File: src/design/crc_checked_command_frame_parser_core_assert.svh
// assertion macros shared by the frame parser modules
`ifndef CRC_CHECKED_COMMAND_FRAME_PARSER_CORE_ASSERT_SVH
`define CRC_CHECKED_COMMAND_FRAME_PARSER_CORE_ASSERT_SVH

// condition implies consequence in the same cycle
`define CCFP_ASSERT_SAME(name, ante, cons) \
  name: assert property (@(posedge clk_i) disable iff (!rst_ni) (ante) |-> (cons)) \
    else $error("ccfp: same-cycle check failed");

// condition implies consequence in the next cycle
`define CCFP_ASSERT_NEXT(name, ante, cons) \
  name: assert property (@(posedge clk_i) disable iff (!rst_ni) (ante) |=> (cons)) \
    else $error("ccfp: next-cycle check failed");

`endif

File: src/design/ccfp_pkg.sv
// types, constants and the crc byte update for the command frame parser
`timescale 1ns / 1ps
`default_nettype none

package ccfp_pkg;

  localparam int unsigned ElapsedW = 17;

  localparam logic [15:0] CRC_INIT = 16'hFFFF;
  localparam logic [15:0] CRC_POLY = 16'h1021;
  localparam int unsigned CRC_TOP_BIT = 15;
  localparam int unsigned MIN_FRAME = 17;
  localparam int unsigned CRC_SPAN = 15;
  localparam logic [7:0] HDR_FIRST = 8'h52;
  localparam logic [7:0] HDR_SECOND = 8'h4D;
  localparam logic [7:0] CMD_XYZ = 8'h01;
  localparam logic [7:0] CMD_ANGLES = 8'h03;
  localparam logic [15:0] TIMEOUT_RESET = 16'd2000;
  localparam logic [ElapsedW-1:0] ELAPSED_MAX = 17'h1FFFF;

  localparam logic OP_BYTE = 1'b0;
  localparam logic OP_TICK = 1'b1;

  typedef enum logic [1:0] {
    EV_XYZ      = 2'd0,
    EV_ANGLES   = 2'd1,
    EV_CRC_FAIL = 2'd2,
    EV_STOP     = 2'd3
  } event_kind_e;

  typedef logic [2:0][3:0][7:0] payload_t;

  typedef struct packed {
    logic       end_frame;
    logic       frame_ok;
    logic       crc_match;
    logic [7:0] command;
  } frame_info_t;

  // crc-16/ccitt-false, msb first, one byte
  function automatic logic [15:0] crc16_byte(input logic [15:0] crc_in, input logic [7:0] b);
    logic [15:0] c;
    c = crc_in ^ {b, 8'h00};
    for (int k = 0; k < 8; k++) begin
      if (c[CRC_TOP_BIT]) begin
        c = {c[14:0], 1'b0} ^ CRC_POLY;
      end else begin
        c = {c[14:0], 1'b0};
      end
    end
    return c;
  endfunction

endpackage

`default_nettype wire

File: src/design/ccfp_frame.sv
// packet byte tracker: byte count, crc, header, command, payload and received crc
`timescale 1ns / 1ps
`default_nettype none

module ccfp_frame import ccfp_pkg::*; #(
  parameter int unsigned MAX_PACKET_BYTES = 255
) (
  input  wire logic        clk_i,
  input  wire logic        rst_ni,
  input  wire logic        byte_en_i,
  input  wire logic [7:0]  data_byte_i,
  input  wire logic        last_i,
  output frame_info_t      info_o,
  output payload_t         words_o
);

  localparam int unsigned CntW = $clog2(MAX_PACKET_BYTES + 1);
  localparam logic [CntW-1:0] MaxCnt = CntW'(MAX_PACKET_BYTES);

  logic [CntW-1:0] cnt_q, cnt_d;
  logic [15:0]     crc_q, crc_d;
  logic            hdr_q, hdr_d;
  logic [7:0]      cmd_q, cmd_d;
  payload_t        words_q, words_d;
  logic [15:0]     rxcrc_q, rxcrc_d;
  logic [3:0]      rel;
  logic            take;

  assign take = byte_en_i && (cnt_q < MaxCnt);
  assign rel  = 4'(cnt_q - CntW'(3));

  always_comb begin
    cnt_d   = cnt_q;
    crc_d   = crc_q;
    hdr_d   = hdr_q;
    cmd_d   = cmd_q;
    words_d = words_q;
    rxcrc_d = rxcrc_q;
    if (take) begin
      cnt_d = cnt_q + CntW'(1);
      if (cnt_q < CntW'(CRC_SPAN)) begin
        crc_d = crc16_byte(crc_q, data_byte_i);
      end
      priority if (cnt_q == CntW'(0)) begin
        hdr_d = (data_byte_i == HDR_FIRST);
      end else if (cnt_q == CntW'(1)) begin
        hdr_d = hdr_q && (data_byte_i == HDR_SECOND);
      end else if (cnt_q == CntW'(2)) begin
        cmd_d = data_byte_i;
      end else if (cnt_q < CntW'(15)) begin
        // bytes 3..14 fill the three words little endian
        words_d[rel[3:2]][rel[1:0]] = data_byte_i;
      end else if (cnt_q == CntW'(15)) begin
        rxcrc_d[7:0] = data_byte_i;
      end else if (cnt_q == CntW'(16)) begin
        rxcrc_d[15:8] = data_byte_i;
      end else begin
        // bytes past the received crc only advance the count
        hdr_d = hdr_q;
      end
    end
  end

  assign info_o = '{
    end_frame: byte_en_i && last_i,
    frame_ok:  (cnt_d >= CntW'(MIN_FRAME)) && hdr_d,
    crc_match: (rxcrc_d == crc_d),
    command:   cmd_d
  };
  assign words_o = words_d;

  always_ff @(posedge clk_i or negedge rst_ni) begin
    if (!rst_ni) begin
      cnt_q   <= '0;
      crc_q   <= CRC_INIT;
      hdr_q   <= 1'b0;
      cmd_q   <= '0;
      words_q <= '0;
      rxcrc_q <= '0;
    end else if (byte_en_i && last_i) begin
      // packet end returns all packet state to its reset values
      cnt_q   <= '0;
      crc_q   <= CRC_INIT;
      hdr_q   <= 1'b0;
      cmd_q   <= '0;
      words_q <= '0;
      rxcrc_q <= '0;
    end else begin
      cnt_q   <= cnt_d;
      crc_q   <= crc_d;
      hdr_q   <= hdr_d;
      cmd_q   <= cmd_d;
      words_q <= words_d;
      rxcrc_q <= rxcrc_d;
    end
  end

`include "crc_checked_command_frame_parser_core_assert.svh"

  `CCFP_ASSERT_NEXT(a_end_clears_count, byte_en_i && last_i, cnt_q == '0 && crc_q == CRC_INIT)
  `CCFP_ASSERT_NEXT(a_count_saturates, byte_en_i && !last_i && cnt_q == MaxCnt, cnt_q == MaxCnt)
  `CCFP_ASSERT_SAME(a_header_needs_bytes, hdr_q, cnt_q != '0)

endmodule

`default_nettype wire

File: src/design/crc_checked_command_frame_parser_core.sv
// crc-checked command frame parser with a motion watchdog, top level
// output: a result is registered and appears in the cycle after its item is accepted
// throughput: one item per cycle while s_axis_tready is high; the crc byte update is an unrolled combinational step
// s_axis_tready stays high while the output register is empty or being drained
// reset: asynchronous, active low; clears packet state, watchdog count and output valid,
// and loads the watchdog timeout with 2000
`timescale 1ns / 1ps
`default_nettype none

module crc_checked_command_frame_parser_core import ccfp_pkg::*; #(
  parameter int unsigned MAX_PACKET_BYTES = 255
) (
  input  wire logic        clk_i,
  input  wire logic        rst_ni,
  input  wire logic        cfg_we_i,
  input  wire logic [15:0] cfg_wdata_i,
  input  wire logic        s_axis_tvalid,
  output      logic        s_axis_tready,
  input  wire logic [15:0] s_axis_tdata,  // [7:0] data_byte, [8] motor_moving, [15:9] zero
  input  wire logic        s_axis_tlast,
  input  wire logic        s_axis_tuser,  // [0] op
  output      logic        m_axis_tvalid,
  input  wire logic        m_axis_tready,
  output      logic [95:0] m_axis_tdata,  // [31:0] word_first, [63:32] word_second,
                                          // [95:64] word_third
  output      logic [1:0]  m_axis_tuser   // [1:0] event_kind
);

  logic                timed_out;
  logic [15:0]         timeout_ms_q;
  logic [ElapsedW-1:0] elapsed_q, elapsed_d, elapsed_inc;
  logic                in_fire, is_tick, byte_en, moving;
  frame_info_t         frame;
  payload_t            words;
  logic                res_valid;
  event_kind_e         res_kind;
  payload_t            res_words;
  logic                out_valid_q;
  event_kind_e         out_kind_q;
  payload_t            out_words_q;
  logic                frame_good;
  logic                out_plain;

  assign s_axis_tready = !out_valid_q || m_axis_tready;
  assign in_fire       = s_axis_tvalid && s_axis_tready;
  assign is_tick       = (s_axis_tuser == OP_TICK);
  assign byte_en       = in_fire && !is_tick;
  assign moving        = s_axis_tdata[8];

  ccfp_frame #(
    .MAX_PACKET_BYTES(MAX_PACKET_BYTES)
  ) u_frame (
    .clk_i      (clk_i),
    .rst_ni     (rst_ni),
    .byte_en_i  (byte_en),
    .data_byte_i(s_axis_tdata[7:0]),
    .last_i     (s_axis_tlast),
    .info_o     (frame),
    .words_o    (words)
  );

  assign elapsed_inc = (elapsed_q == ELAPSED_MAX) ? elapsed_q : elapsed_q + ElapsedW'(1);
  assign timed_out   = (elapsed_inc > {1'b0, timeout_ms_q});

  always_comb begin
    elapsed_d = elapsed_q;
    res_valid = 1'b0;
    res_kind  = EV_STOP;
    res_words = '0;
    if (in_fire) begin
      if (is_tick) begin
        elapsed_d = elapsed_inc;
        if (timed_out && moving) begin
          res_valid = 1'b1;
          res_kind  = EV_STOP;
        end
      end else if (frame.end_frame && frame.frame_ok) begin
        if (frame.crc_match) begin
          elapsed_d = '0;
          if (frame.command == CMD_XYZ) begin
            res_valid = 1'b1;
            res_kind  = EV_XYZ;
            res_words = words;
          end else if (frame.command == CMD_ANGLES) begin
            res_valid = 1'b1;
            res_kind  = EV_ANGLES;
            res_words = words;
          end
        end else begin
          res_valid = 1'b1;
          res_kind  = EV_CRC_FAIL;
        end
      end
    end
  end

  always_ff @(posedge clk_i or negedge rst_ni) begin
    if (!rst_ni) begin
      timeout_ms_q <= TIMEOUT_RESET;
      elapsed_q    <= '0;
      out_valid_q  <= 1'b0;
    end else begin
      if (cfg_we_i) begin
        timeout_ms_q <= cfg_wdata_i;
      end
      elapsed_q <= elapsed_d;
      if (in_fire) begin
        out_valid_q <= res_valid;
      end else if (m_axis_tready) begin
        out_valid_q <= 1'b0;
      end
    end
  end

  always_ff @(posedge clk_i or negedge rst_ni) begin
    if (!rst_ni) begin
      out_kind_q  <= EV_XYZ;
      out_words_q <= '0;
    end else if (in_fire && res_valid) begin
      out_kind_q  <= res_kind;
      out_words_q <= res_words;
    end
  end

  assign m_axis_tvalid = out_valid_q;
  assign m_axis_tdata  = out_words_q;
  assign m_axis_tuser  = out_kind_q;

  assign frame_good = frame.end_frame && frame.frame_ok && frame.crc_match;
  assign out_plain  = m_axis_tvalid && (m_axis_tuser == EV_STOP || m_axis_tuser == EV_CRC_FAIL);

`include "crc_checked_command_frame_parser_core_assert.svh"

  `CCFP_ASSERT_SAME(a_no_words_off_move, out_plain, m_axis_tdata == '0)
  `CCFP_ASSERT_NEXT(a_good_frame_clears_count, byte_en && frame_good, elapsed_q == '0)
  `CCFP_ASSERT_NEXT(a_idle_tick_no_result, in_fire && is_tick && !moving, !m_axis_tvalid)

endmodule

`default_nettype wire
File: config.mk
export PLATFORM = sky130hd
export DESIGN_NAME = crc_checked_command_frame_parser_core
export DESIGN_NICKNAME = d
export VERILOG_FILES = /design/src/design/ccfp_pkg.sv /design/src/design/ccfp_frame.sv /design/src/design/crc_checked_command_frame_parser_core.sv
export VERILOG_INCLUDE_DIRS = /design/src /design/src/design
export SDC_FILE = /design/constraint.sdc
export NUM_CORES = 1
export LEC_CHECK = 0
export BUFFER_PORTS_ARGS = -buffer_cell sky130_fd_sc_hd__buf_2
export CAP_MARGIN = 10
export CORE_AREA = 10 10 220 222
export CTS_BUF_LIST = sky130_fd_sc_hd__clkbuf_4 sky130_fd_sc_hd__clkbuf_8
export DETAILED_ROUTE_END_ITERATION = 8
export DIE_AREA = 0 0 230 232
export PLACE_DENSITY = 0.58
export SLEW_MARGIN = 20
export SYNTH_ARGS = -nofsm -noshare
export SYNTH_HDL_FRONTEND = slang
export SYNTH_SLANG_ARGS = --single-unit
File: constraint.sdc
create_clock -name clk_i -period 5.11 [get_ports clk_i]
set_input_delay 1.022 -clock clk_i [delete_from_list [all_inputs] [get_ports clk_i]]
set_output_delay 1.022 -clock clk_i [all_outputs]
set_load 0.005 [all_outputs]
# After elaboration in Yosys (flattened, before gate mapping)
# Index checks and enable logic that the tools add are counted.
[word_totals] regBits=277 in_bits=39 output_inout_bits=100 wordCells=163
[classes] addsub=3 order_cmp=8 eq_ne=10 mux=81 bitwise_logic=9 n_reduce_logical=19
[op_table] op="96-bit 2-to-1 mux" count=12
[op_table] op="16-bit 2-to-1 mux" count=23
[op_table] op="13-bit 2-to-1 mux" count=8
[op_table] op="96-bit bitwise mux" count=1
[op_table] op="8-bit 2-to-1 mux" count=11
[op_table] op="17-bit 2-to-1 mux" count=4
[op_table] op="32-bit demux with 2-bit select" count=1
[op_table] op="32-bit 2-to-1 mux" count=1
[op_table] op="3-bit NOT" count=8
[op_table] op="17-bit by 1-bit adder with 17-bit output, second input constant" count=1
[op_table] op="17-bit == test, second input constant" count=1
[op_table] op="17-bit by 16-bit greater-than comparator with 1-bit output" count=1
[op_table] op="8-bit demux with 2-bit select" count=1
[op_table] op="16-bit == test" count=1
[op_table] op="8-bit by 1-bit == test with 1-bit output, second input constant" count=2
[op_table] op="8-bit by 2-bit == test with 1-bit output, second input constant" count=2
[op_table] op="8-bit by 7-bit == test with 1-bit output, second input constant" count=2
[op_table] op="16-bit bitwise XOR" count=1
[op_table] op="1-bit 2-to-1 mux" count=13
[op_table] op="2-bit 2-to-1 mux" count=6
[op_table] op="1-bit logical AND" count=11
[op_table] op="8-bit by 1-bit adder with 8-bit output, second input constant" count=1
[op_table] op="8-bit by 4-bit == test with 1-bit output, second input constant" count=1
[op_table] op="8-bit by 5-bit == test with 1-bit output, second input constant" count=1
[op_table] op="other kinds (11)" count=16

# Depth between registers and ports, before layout
# Gate-level depths: netlist of the first run.
[depth] ltp_word=40 depth_mapped=18 mapped_depth_nobuf=15

# By module
# Synthesis of the first run repeated with hierarchy kept, for this count alone.
[unflattened] cells_unflattened=1126 area_unflattened_um2=12978.7
[modules_own_cells] mod="ccfp_frame" n_inst=1 cells_per_inst=656 area_per_inst_um2=7387.1 seq_area_each_um2=3648.5
[modules_own_cells] mod="crc_checked_command_frame_parser_core" n_inst=1 cells_per_inst=470 area_per_inst_um2=5591.6 seq_area_each_um2=3310.7

# Worst setup path after synthesis of the first run
# Ideal clock, no wire load.
[synth_timing] path_kind="input to register" startpoint="input port s_axis_tdata[5]" endpoint="register elapsed_q[11]" setup_ns=0.120 arrival_time_ns=3.556 required_time_ns=4.990 slack_ns=1.434 stages=10 path_buffers=2 cell_sequence="buf_2 -> xnor2_1 -> xnor3_1 -> mux2i_1 -> xnor2_1 -> nand3_1 -> nor4_4 -> nand3b_4 -> buf_2 -> a31o_1"
[synth_via] elab_chain_cells=27 word_cells_on_any_way=44 classes_between="eq/ne: 3; mux: 33; bitwise: 2; reduce/logical: 6"
[synth_lines] item="start, declared" line="crc_checked_command_frame_parser_core.sv:19" rtl="input wire logic [15:0] s_axis_tdata,"
[synth_lines] item="16-bit bitwise XOR" line="ccfp_pkg.sv:43" rtl="c = crc_in ^ {b, 8'h00};"
[synth_lines] item="16-bit 2-to-1 mux" line="ccfp_frame.sv:41" rtl="if (cnt_q < CntW'(CRC_SPAN)) begin"
[synth_lines] item="16-bit 2-to-1 mux" line="ccfp_frame.sv:39" rtl="if (take) begin"
[synth_lines] item="16-bit 2-to-1 mux" line="ccfp_frame.sv:41"
[synth_lines] item="16-bit 2-to-1 mux" line="ccfp_frame.sv:39"
[synth_lines] item="13-bit 2-to-1 mux" line="ccfp_pkg.sv:45" rtl="if (c[CRC_TOP_BIT]) begin"
[synth_lines] item="16-bit 2-to-1 mux" line="ccfp_frame.sv:41"
[synth_lines] item="16-bit 2-to-1 mux" line="ccfp_frame.sv:39"
[synth_lines] item="[11 not listed]"
[synth_lines] item="16-bit 2-to-1 mux" line="ccfp_frame.sv:39"
[synth_lines] item="3-bit NOT (no source line)"
[synth_lines] item="13-bit 2-to-1 mux" line="ccfp_pkg.sv:45"
[synth_lines] item="16-bit 2-to-1 mux" line="ccfp_frame.sv:41"
[synth_lines] item="16-bit 2-to-1 mux" line="ccfp_frame.sv:39"
[synth_lines] item="16-bit == test" line="ccfp_frame.sv:67" rtl="crc_match: (rxcrc_d == crc_d),"
[synth_lines] item="2-bit nonzero test (no source line)"
[synth_lines] item="3-bit AND reduction (no source line) *"
[synth_lines] item="end signal, assigned" line="crc_checked_command_frame_parser_core.sv:106" rtl="elapsed_q <= elapsed_d;"
[synth_lines] item="end, declared" line="crc_checked_command_frame_parser_core.sv:31" rtl="logic [ElapsedW-1:0] elapsed_q, elapsed_d, elapsed_inc;"
# Mark *: on every way between the ends. The rest lies on a longest branch, timed or not. The select of a mux whose other input is x is not followed.
# A chain may end at the register's enable or synchronous reset.

# Worst setup path after layout of the first run
[layout_timing] startpoint="register u_frame.cnt_q[0]" endpoint="register elapsed_q[4]"
[layout_via] elab_chain_cells=11 word_cells_on_any_way=30 classes_between="add/sub: 1; order compare: 3; eq/ne: 5; mux: 14; reduce/logical: 7"
[layout_lines] item="start, declared" line="ccfp_frame.sv:20" rtl="logic [CntW-1:0] cnt_q, cnt_d;"
[layout_lines] item="start signal, assigned" line="ccfp_frame.sv:89" rtl="cnt_q <= cnt_d;"
[layout_lines] item="parallel branches: the longest is 10 deep, another holds 8-bit by 4-bit less-than comparator with 1-bit output"
[layout_lines] item="3-bit AND reduction (no source line) *"
# Every way passes the cells marked *.

==> summary.md, run 1 <==
| Metric | Value |
|---|---|
| Status | finished, final reports clean |
| RSZ-0062 raised after global routing | no |
| ANT nets after route | 0 |
| WP data required | 5.61 ns |
| Final period util | between 80% and 90% |
| Die X | 230 um |
| Htree depth | 2 |
| DR vias | 13354 |
| Max_slew headroom | about a quarter |
| Synth Instances | between 1500 and 2000 |
| Number of DRC markers in iteration 0 | 971 |
| First-pass GRT wire length | between 70000 and 80000 um |
| # IOs | ~140 |
| Final total power | about 6.3 mW |
| Sw Share | a little under a third |
| Initial antenna violation count | 1 |
| Syn-to-layout area delta | 14.22% |
| Worst-margin pin slew | 1.100 ns |
| CTS buffer count | 51 |
| CP Class | flop to flop |
| Fin. max-slew vios | 0 |
| Setup WS post-layout | slightly below 0.8 ns |
| Seq/Total Area, Yosys | 43.16% |
| Drt first pass iters | 5 |
| Routed WL | about 48000 um |
| Worst-path fanout max | 36 |
| Vias in the first global route | around 13000 |
| CP Launch Type | flop |
| Slowest-stage cell, CP | nand4_1 |
| Number of synthesized flops with an enable pin | 0 |
| Largest net degree at the start of global routing | around 120 |
| Comb power frac | 22.3% |
| Setup_tns | 0 ns |
| Core ar. | 43930 um2 |
| Layout cell share with drive strength beyond 1 | roughly 17% |
| Crit path time final | approximately 4.3 ns |
| DRC Markers | 0 |
| Power density cells | 340.7 nW/um2 |
| CP Buf/Inv Count | 1 |
| Die area | 53360 um2 |
| Hold WC Path Type | input pin to asynchronous set/reset pin |
| Sw Pwr | 1.929 mW |
| Register share of total power | approximately two fifths |
| Remaining Overflow, GRT | 0 |
| Fin cells | about 2400 |
| GRT Util Overall | between 10% and 20% |
| CTS tree | built |
| Placed Area | ~17000 um2 |
| Critical Path Max Stage Delay | 0.58 ns |
| Clock network power share | between 30% and 40% |
| VDD IR max | 0.1735 mV |
| Input/output buffers | ~130 |
| Leakage power | about 9.1 nW |
| Mean number of vias per cell | roughly 5.6 |
| Clk_skew | 0.03677 ns |
| Root Buffer | clkbuf_8 |
| Seq cells post-synth | approximately 280 |
| Dpl ws | about 0.58 ns |
| Setup Fix Bufs, Post-CTS | 0 |
| Critical path capture point type | flop |
| Post-layout util | between 40% and 50% |
| GP Congestion | roughly 0.83 |
| Peak Freq | between 0.2 and 0.25 GHz |
| Routed wire per std cell | ~20 um |
| MaxCap Viol Count | 0 |
| Num Clock Sinks | 277 |
| Worst path top cell family by delay | simple AND/OR/NAND/NOR gates |
| Synth warn | 0 |
| Skew-Pair Late Insertion Delay | between 0.6 and 0.7 ns |
| Critical Path AT | about 4.8 ns |
| Crit-path cells | ha_1 > and3_1 > nand4_1 > mux2i_1 > xnor2_1 > o211ai_1 > nor4_4 > buf_12 > nand3b_4 > a221o_1 |
| Dpl hpwl | roughly 29000 um |
| Initial core utilization | between 30% and 40% |
| Most common cell after layout, fill and taps aside | dfrtp_1 |
| Die Y | between 200 and 250 um |
| FFs w/ async S/R, synth | 100.0% |
| Final Setup Violations | 0 |
| Most frequent cells in the layout | dfrtp_1 (255), and2_1 (197), nor2_1 (149) |
| Synth unique cells | 63 |
| Syn_nets | roughly 1800 |
| Clock Path Buffers | 3 |
| NumNets Final | around 1800 |
| Design area | roughly 18000 um2 |
| Placed cells | roughly 2300 |
| CTS Hold Bufs | 0 |
| Internal | 4.346 mW |
| Post-CTS Resized | 0 |
| Mapped cell area | 16130 um2 |
| Hold Vio Cnt, Final | 0 |
| Row cnt | 77 |
| Ys flop type | dfrtp_1 |
| WHS | roughly 0.45 ns |
| Synthesized area per cell | 9.452 um2 |
| Worst-path clk slew | roughly 0.06 ns |
per-layer routing:
layer	global-route usage [%]	routed length [um]
met5	0	0
met4	4.132	758
met3	3.872	2453
met2	27.19	22030
met1	23.87	22380
worst paths after layout:
| check | from | end | slack [ns] | depth (start not counted) |
|---|---|---|---|---|
| worst min register to register | u_frame.words_q[14] | u_frame.words_q[14] | 0.51 | 2 |
| max in group asynchronous | rst_ni | m_axis_tdata[58] | 3.50 | 2 |
| min in group clk_i | u_frame.words_q[14] | u_frame.words_q[14] | 0.51 | 2 |
| worst max register to register | u_frame.cnt_q[0] | elapsed_q[4] | 0.78 | 10 |
| worst max-delay path | u_frame.cnt_q[0] | elapsed_q[4] | 0.78 | 10 |
| worst min-delay path | rst_ni | timeout_ms_q[11] | 0.45 | 1 |
logic make-up after synthesis:
family	synth area share, %
mux	8.403
buf+inv	5.106
xor+xnor	3.492
simple gates	29.26
fa+ha+maj	1.785
flops	43.16
compound gates	8.799
state kept, by name, indices dropped and copies added (netlist names):
signal	cells
elapsed_q	17
m_axis_tuser	2
m_axis_tdata	96
u_frame.cmd_q	8
m_axis_tvalid	1
u_frame.cnt_q	8
u_frame.words_q	96
u_frame.crc_q	16
timeout_ms_q	16
u_frame.hdr_q	1
u_frame.rxcrc_q	16
synth_stat cells, types with 13 or more instances:
cell      number  area (um2)
a21oi_1       16       80.08
a31oi_1      103       644.4
and2_1       197        1232
and3_1        18       112.6
buf_2         49       245.2
clkbuf_1     107       401.6
dfrtp_1      255        6381
dfstp_2       22       578.1
ha_1          23       287.8
inv_1         26       97.59
mux2i_1      132        1321
nand2_1       62       232.7
nand3_1      117       585.6
nand4_1      114       713.2
nand4b_1      98       858.3
nor2_1       149       559.3
nor3_1        13       65.06
o21ai_0       31       155.2
xnor2_1       30       262.8
xor2_1        14       122.6
power by group through the flow:
stage | Combinational (mW) | Sequential [mW] | Clock [mW]
3_5_place_dp | 1.40 | 2.61 | 0
6_report | 1.40 | 2.57 | 2.30
5_1_grt | 1.56 | 2.60 | 2.46
3_3_place_gp | 1.37 | 2.60 | 0
4_1_cts | 1.41 | 2.57 | 2.37
2_1_floorplan | 1.10 | 2.55 | 0
cell type report:
class	count	area (um2)
clock buffer	83	1023
antenna	1	2.502
clock inverter	7	80.08
fill	4403	25510
timing repair buffer	172	1124
multi-input combinational	1235	8392
sequential	277	6959
tap	592	740.7
inverter	26	97.59
Power figures use the tool's default switching activity.
==> run 2, diff against run 1 <==
- PLACE_DENSITY: 0.58 -> 0.59
- clock period: 5.11 -> 3.7 ns (I/O delays scaled with it)
==> summary.md, run 2 (synthesized netlist as in run 1, its figures left out) <==
| Metric | Value |
|---|---|
| Most common cell after layout, fill and taps aside | dfrtp_1 |
| Final period util | a little over nine tenths |
| Routed WL | about 50000 um |
| Die X | 230 um |
| GP Congestion | between 0.8 and 0.9 |
| Critical path capture point type | flop |
| Worst r2r src | u_frame.cnt_q[0] |
| Number of DRC markers in iteration 0 | ~990 |
| Hold Vio Cnt, Final | 0 |
| CP Class | flop to flop |
| Core ar. | approximately 44000 um2 |
| Root Buffer | clkbuf_8 |
| CP Buf/Inv Count | 1 |
| Clk_skew | roughly 0.025 ns |
| Power density cells | about 460 nW/um2 |
| Worst-path clk slew | ~0.06 ns |
| Status | finished, final reports clean |
| Slowest-stage cell, CP | nand3_1 |
| DRC Markers | 0 |
| CTS buffer count | 50 |
| Worst-path fanout max | 10 |
| Setup WS post-layout | about 0.11 ns |
| Crit path time final | between 3 and 4 ns |
| Dpl ws | -0.02156 ns |
| Dpl hpwl | ~30000 um |
| # IOs | 139 |
| Placed cells | ~2400 |
| Die area | roughly 53000 um2 |
| Clock Path Buffers | 3 |
| Routed wire per std cell | around 20 um |
| Worst path top cell family by delay | simple AND/OR/NAND/NOR gates |
| Row cnt | 77 |
| NumNets Final | between 1500 and 2000 |
| Mean number of vias per cell | around 5.6 |
| Initial core utilization | roughly 37% |
| WP data required | about 4.2 ns |
| Max_slew headroom | between 40 and 50% |
| Fillers | roughly 4300 |
| Worst-margin pin slew | 0.8429 ns |
| Critical Path AT | between 4 and 5 ns |
| DR vias | around 14000 |
| MaxCap Viol Count | 0 |
| CTS tree | built |
| CTS Hold Bufs | 0 |
| Drt first pass iters | 5 |
| Critical Path Stages | 9 |
| Die Y | around 230 um |
| RSZ-0062 raised after global routing | yes |
| Htree depth | 2 |
| Critical Path End | m_axis_tdata[54] |
| CP startpoint | u_frame.cnt_q[0] |
| Largest net degree at the start of global routing | roughly 100 |
| Skew-Pair Late Insertion Delay | about 0.63 ns |
| Input/output buffers | approximately 130 |
| Most frequent cells in the layout | dfrtp_1 (255), and2_1 (197), nor2_1 (145) |
| Leakage power | roughly 9.5 nW |
| Remaining Overflow, GRT | 0 |
| ANT nets after route | 0 |
| Worst flop-to-flop path endpoint | m_axis_tdata[54] |
| Layout cell share with drive strength beyond 1 | between 20 and 25% |
| Fin cells | between 2000 and 2500 |
| Vias in the first global route | about 13000 |
| Fin. max-slew vios | 0 |
| Worst R2R Path Depth | 9 |
| VDD IR max | 0.2706 mV |
| CP Launch Type | flop |
| Num Clock Sinks | between 200 and 300 |
| Initial antenna violation count | 3 |
| Critical Path Max Stage Delay | 0.57 ns |
| Syn-to-layout area delta | 19.06% |
| Final Setup Violations | 0 |
| Peak Freq | 0.2784 GHz |
| GRT Util Overall | roughly 18% |
| First-pass GRT wire length | between 70000 and 80000 um |
| Most frequent CP cell | nand3_1 |
| Crit-path cells | ha_1 > and3_2 > a211oi_1 > buf_4 > a21boi_1 > nand3_1 > mux2i_1 > nand4b_1 > nand3_1 |
| Flop-to-flop setup slack | roughly 0.11 ns |
| Hold WC Path Type | input pin to asynchronous set/reset pin |
## run 2: changes by cell type in the layout (fill, tap and decap cells not counted), moves of 2 or more
cell       previous run  this run
nor2_1              149       145
nor2_4                0         2
clkbuf_4             19        21
nand3_2               0         2
buf_4                29        81
clkbuf_16             0         2
buf_12               12        21
o21ai_0              31        29
nor2_2                0         2
nand3_1             117       114
o21ai_1               2         4
buf_16                0         2
## run 2: report_power, final
part / internal, mW / switching [mW] / total, mW / leakage (nW)
Sequential: 3.34 / 0.174 / 3.52 / 3.73
Combinational: 0.965 / 1.20 / 2.16 / 5.23
Clock: 1.79 / 1.37 / 3.16 / 0.586
## run 2: layer usage
layer / global-route usage, % / wire, um
met5: 0 / 0
met4: 4.337 / 828
met3: 3.836 / 2960
met2: 28.03 / 22760
met1: 23.76 / 22660
## run 2: layout make-up
class | count | area [um2] | share of cell area (%)
diodes | 2 | 5.005 | 0.02607
clock buffers | 86 | 1052 | 5.481
clock inverters | 7 | 46.29 | 0.2411
inverters | 26 | 97.59 | 0.5083
multi-input cells | 1236 | 8488 | 44.21
flip-flops and latches | 277 | 6959 | 36.25
well taps | 592 | 740.7 | 3.858
repair buffers | 238 | 1810 | 9.430
## run 2: worst min-delay path by stage
stage	endpoint	slack [ns]	cells past startpoint
floorplan	elapsed_q[0]	0.44	0
finish	m_axis_tdata[25]	0.10	1
global placement	u_frame.words_q[87]	0.49	2
CTS	m_axis_tdata[24]	0.08	1
detailed placement	u_frame.words_q[93]	0.50	2
global route	m_axis_tdata[25]	0.10	1
## run 2: repair_timing
item,4_1_cts,5_1_grt
resized for setup,0,23
endpoints found under the hold margin,0,0
buffers inserted,0,7
endpoints found under the setup margin,0,99
## run 2: worst register-to-register path, cell delays in order, from the launching register on
cell and delay [ns]:
dfrtp_1 0.49, ha_1 0.34, and3_2 0.33, a211oi_1 0.46, buf_4 0.24, a21boi_1 0.34
nand3_1 0.57, mux2i_1 0.41, nand4b_1 0.20, nand3_1 0.09
## run 2: through the flow
step,area [um2],util [%],setup TNS (ns),hold slack [ns],power (mW)
5_1_grt,19200,43.70,-0.3836,0.1038,9.310
2_1_floorplan,16130,-,0,0.4444,5.032
3_3_place_gp,17850,40.64,0,0.4895,5.625
6_report,19200,43.70,0,0.1004,8.838
3_5_place_dp,17850,40.64,-0.02472,0.4973,5.684
4_1_cts,18950,43.14,0,0.08366,8.893
==> run 3, diff against run 2 <==
- clock period: 3.7 -> 3.3 ns (I/O delays scaled with it)
==> summary.md, run 3 (synthesized netlist as in run 1, its figures left out) <==
| Metric | Value |
|---|---|
| Status | complete, but fails checks |
| Failing checks | hold timing, setup timing |
| Worst-path clk slew | around 0.06 ns |
| Peak Freq | approximately 0.3 GHz |
| Final total power | ~11 mW |
| Worst-path fanout max | 9 |
| Setup WS post-layout | -0.1056 ns |
| # IOs | between 100 and 150 |
| Routed wire per std cell | around 21 um |
| Fin. max-slew vios | 0 |
| RSZ-0062 raised after global routing | yes |
| Num Clock Sinks | around 280 |
| DRC Markers | 0 |
| Most frequent cells in the layout | dfrtp_1 (255), and2_1 (197), buf_4 (148) |
| First-pass GRT wire length | roughly 81000 um |
| Core ar. | between 40000 and 50000 um2 |
| Power density cells | roughly 510 nW/um2 |
| Die X | approximately 230 um |
| CP Launch Type | flop |
| WP data required | about 3.9 ns |
| GRT Util Overall | 18.69% |
| Row cnt | 77 |
| CTS tree | built |
| Initial antenna violation count | 1 |
| Final period util | 103.2% |
| Input/output buffers | 131 |
| Drt first pass iters | 7 |
| Crit-path cells | and3_1 > and3_4 > nand4_1 > buf_6 > nand4_1 > xnor2_2 > ha_1 > nand4_1 > nor2_2 > nand3_1 > o311a_4 > nand2_8 > buf_12 > buf_16 > nand4_1 > nand3_1 |
| MaxCap Viol Count | 0 |
| ANT nets after route | 0 |
| VDD IR max | ~0.34 mV |
| Critical path capture point type | flop |
| GP Congestion | approximately 0.84 |
| CTS buffer count | between 50 and 60 |
| CP Class | flop to flop |
| Placed Area | around 18000 um2 |
| DR vias | between 10000 and 15000 |
| Most common cell after layout, fill and taps aside | dfrtp_1 |
| Dpl hpwl | around 31000 um |
| Fin cells | ~2600 |
| Most frequent CP cell | nand4_1 |
| Design area | 20810 um2 |
| Syn-to-layout area delta | 29.02% |
| Final Setup Violations | 77 |
| Largest net degree at the start of global routing | ~120 |
| Die area | 53360 um2 |
| Placed cells | about 2400 |
| Htree depth | 2 |
| Critical Path AT | 3.97 ns |
| Leakage power | approximately 10 nW |
| Crit path time final | around 3.4 ns |
| Routed WL | 53000 um |
| Skew-Pair Late Insertion Delay | ~0.65 ns |
| Worst-margin pin slew | 0.7083 ns |
| Max_slew headroom | a little over half |
| Layout cell share with drive strength beyond 1 | ~27% |
| Hold Vio Cnt, Final | 5 |
| NumNets Final | approximately 2000 |
| Initial core utilization | 36.71% |
| Hold WC Path Type | input pin to asynchronous set/reset pin |
| WHS | -0.02180 ns |
| Root Buffer | clkbuf_8 |
| Mean number of vias per cell | 5.595 |
| Remaining Overflow, GRT | 0 |
| Critical Path Max Stage Delay | about 0.4 ns |
| Die Y | ~230 um |
| Vias in the first global route | 14073 |
| Clk_skew | ~0.036 ns |
| Clock Path Buffers | 3 |
| Number of DRC markers in iteration 0 | 1288 |
| Slowest-stage cell, CP | o311a_4 |
| CTS Hold Bufs | 0 |
==> run 3: layer usage <==
layer | track usage [%] | vias up | wire length, um
met4 | 5.447 | 0 | 1175
met5 | 0 | - | 0
met1 | 25.45 | 7266 | 24290
li1 | - | 6652 | -
met3 | 3.164 | 82 | 2399
met2 | 29.96 | 362 | 25140
==> run 3: report_power, final <==
group,internal [mW],total (mW),switching (mW),leakage (nW)
logic,1.41,2.93,1.52,5.96
clock network,2.06,3.67,1.61,0.614
registers,3.75,3.94,0.195,3.73
total,7.22,10.6,3.33,10.3
==> run 3: worst paths after layout <==
check / startpoint / endpoint / slack, ns / cells after the start
setup / recovery: elapsed_q[5] / m_axis_tdata[87] / -0.11 / 16
hold / removal: rst_ni / elapsed_q[16] / -0.02 / 1
setup reg to reg: elapsed_q[5] / m_axis_tdata[87] / -0.11 / 16
hold reg to reg: u_frame.words_q[8] / u_frame.words_q[8] / 0.51 / 2
max in group asynchronous: rst_ni / u_frame.crc_q[10] / 2.42 / 2
min in group clk_i: cfg_wdata_i[11] / timeout_ms_q[11] / 0.22 / 3
==> run 3: worst max-delay path: cells and delay by family (launching register included) <==
kind / cells / cell delay, ns
adder cells (fa/ha/maj): 1 / 0.31
XOR/XNOR: 1 / 0.22
AO/OA/AOI/OAI: 1 / 0.41
flip-flops: 1 / 0.37
buffers and inverters: 3 / 0.47
AND/OR/NAND/NOR: 10 / 1.52
==> run 3: final cells by class <==
| cell class | instances | area [um2] |
|---|---|---|
| Clock inverter | 12 | 68.82 |
| Timing Repair Buffer | 337 | 2944 |
| Sequential cell | 277 | 6959 |
| Clock buffer | 83 | 1074 |
| Tap cell | 592 | 740.7 |
| Inverter | 26 | 101.3 |
| Fill cell | 4154 | 23130 |
| Multi-Input combinational cell | 1239 | 8915 |
| Antenna cell | 1 | 2.502 |
==> run 3: metrics by stage <==
stage	setup TNS [ns]	hold WS (ns)	setup WS, ns	util (%)
after global placement	-32.57	0.4890	-0.3862	42.11
after CTS	-2.807	0.01974	-0.06074	45.88
after detailed placement	-37.78	0.4974	-0.4602	42.11
after floorplan	0	0.3644	0.003196	-
after global routing	-20.91	0.04475	-0.2716	47.36
final	-4.846	-0.02180	-0.1056	47.36
==> run 3: repair_timing <==
| action | CTS | global route |
|---|---|---|
| cloned | 9 | 10 |
| gates resized for setup | 46 | 58 |
| buffers inserted | 11 | 8 |
| endpoints found under the setup margin | 116 | 116 |
| pin swaps | 46 | 23 |
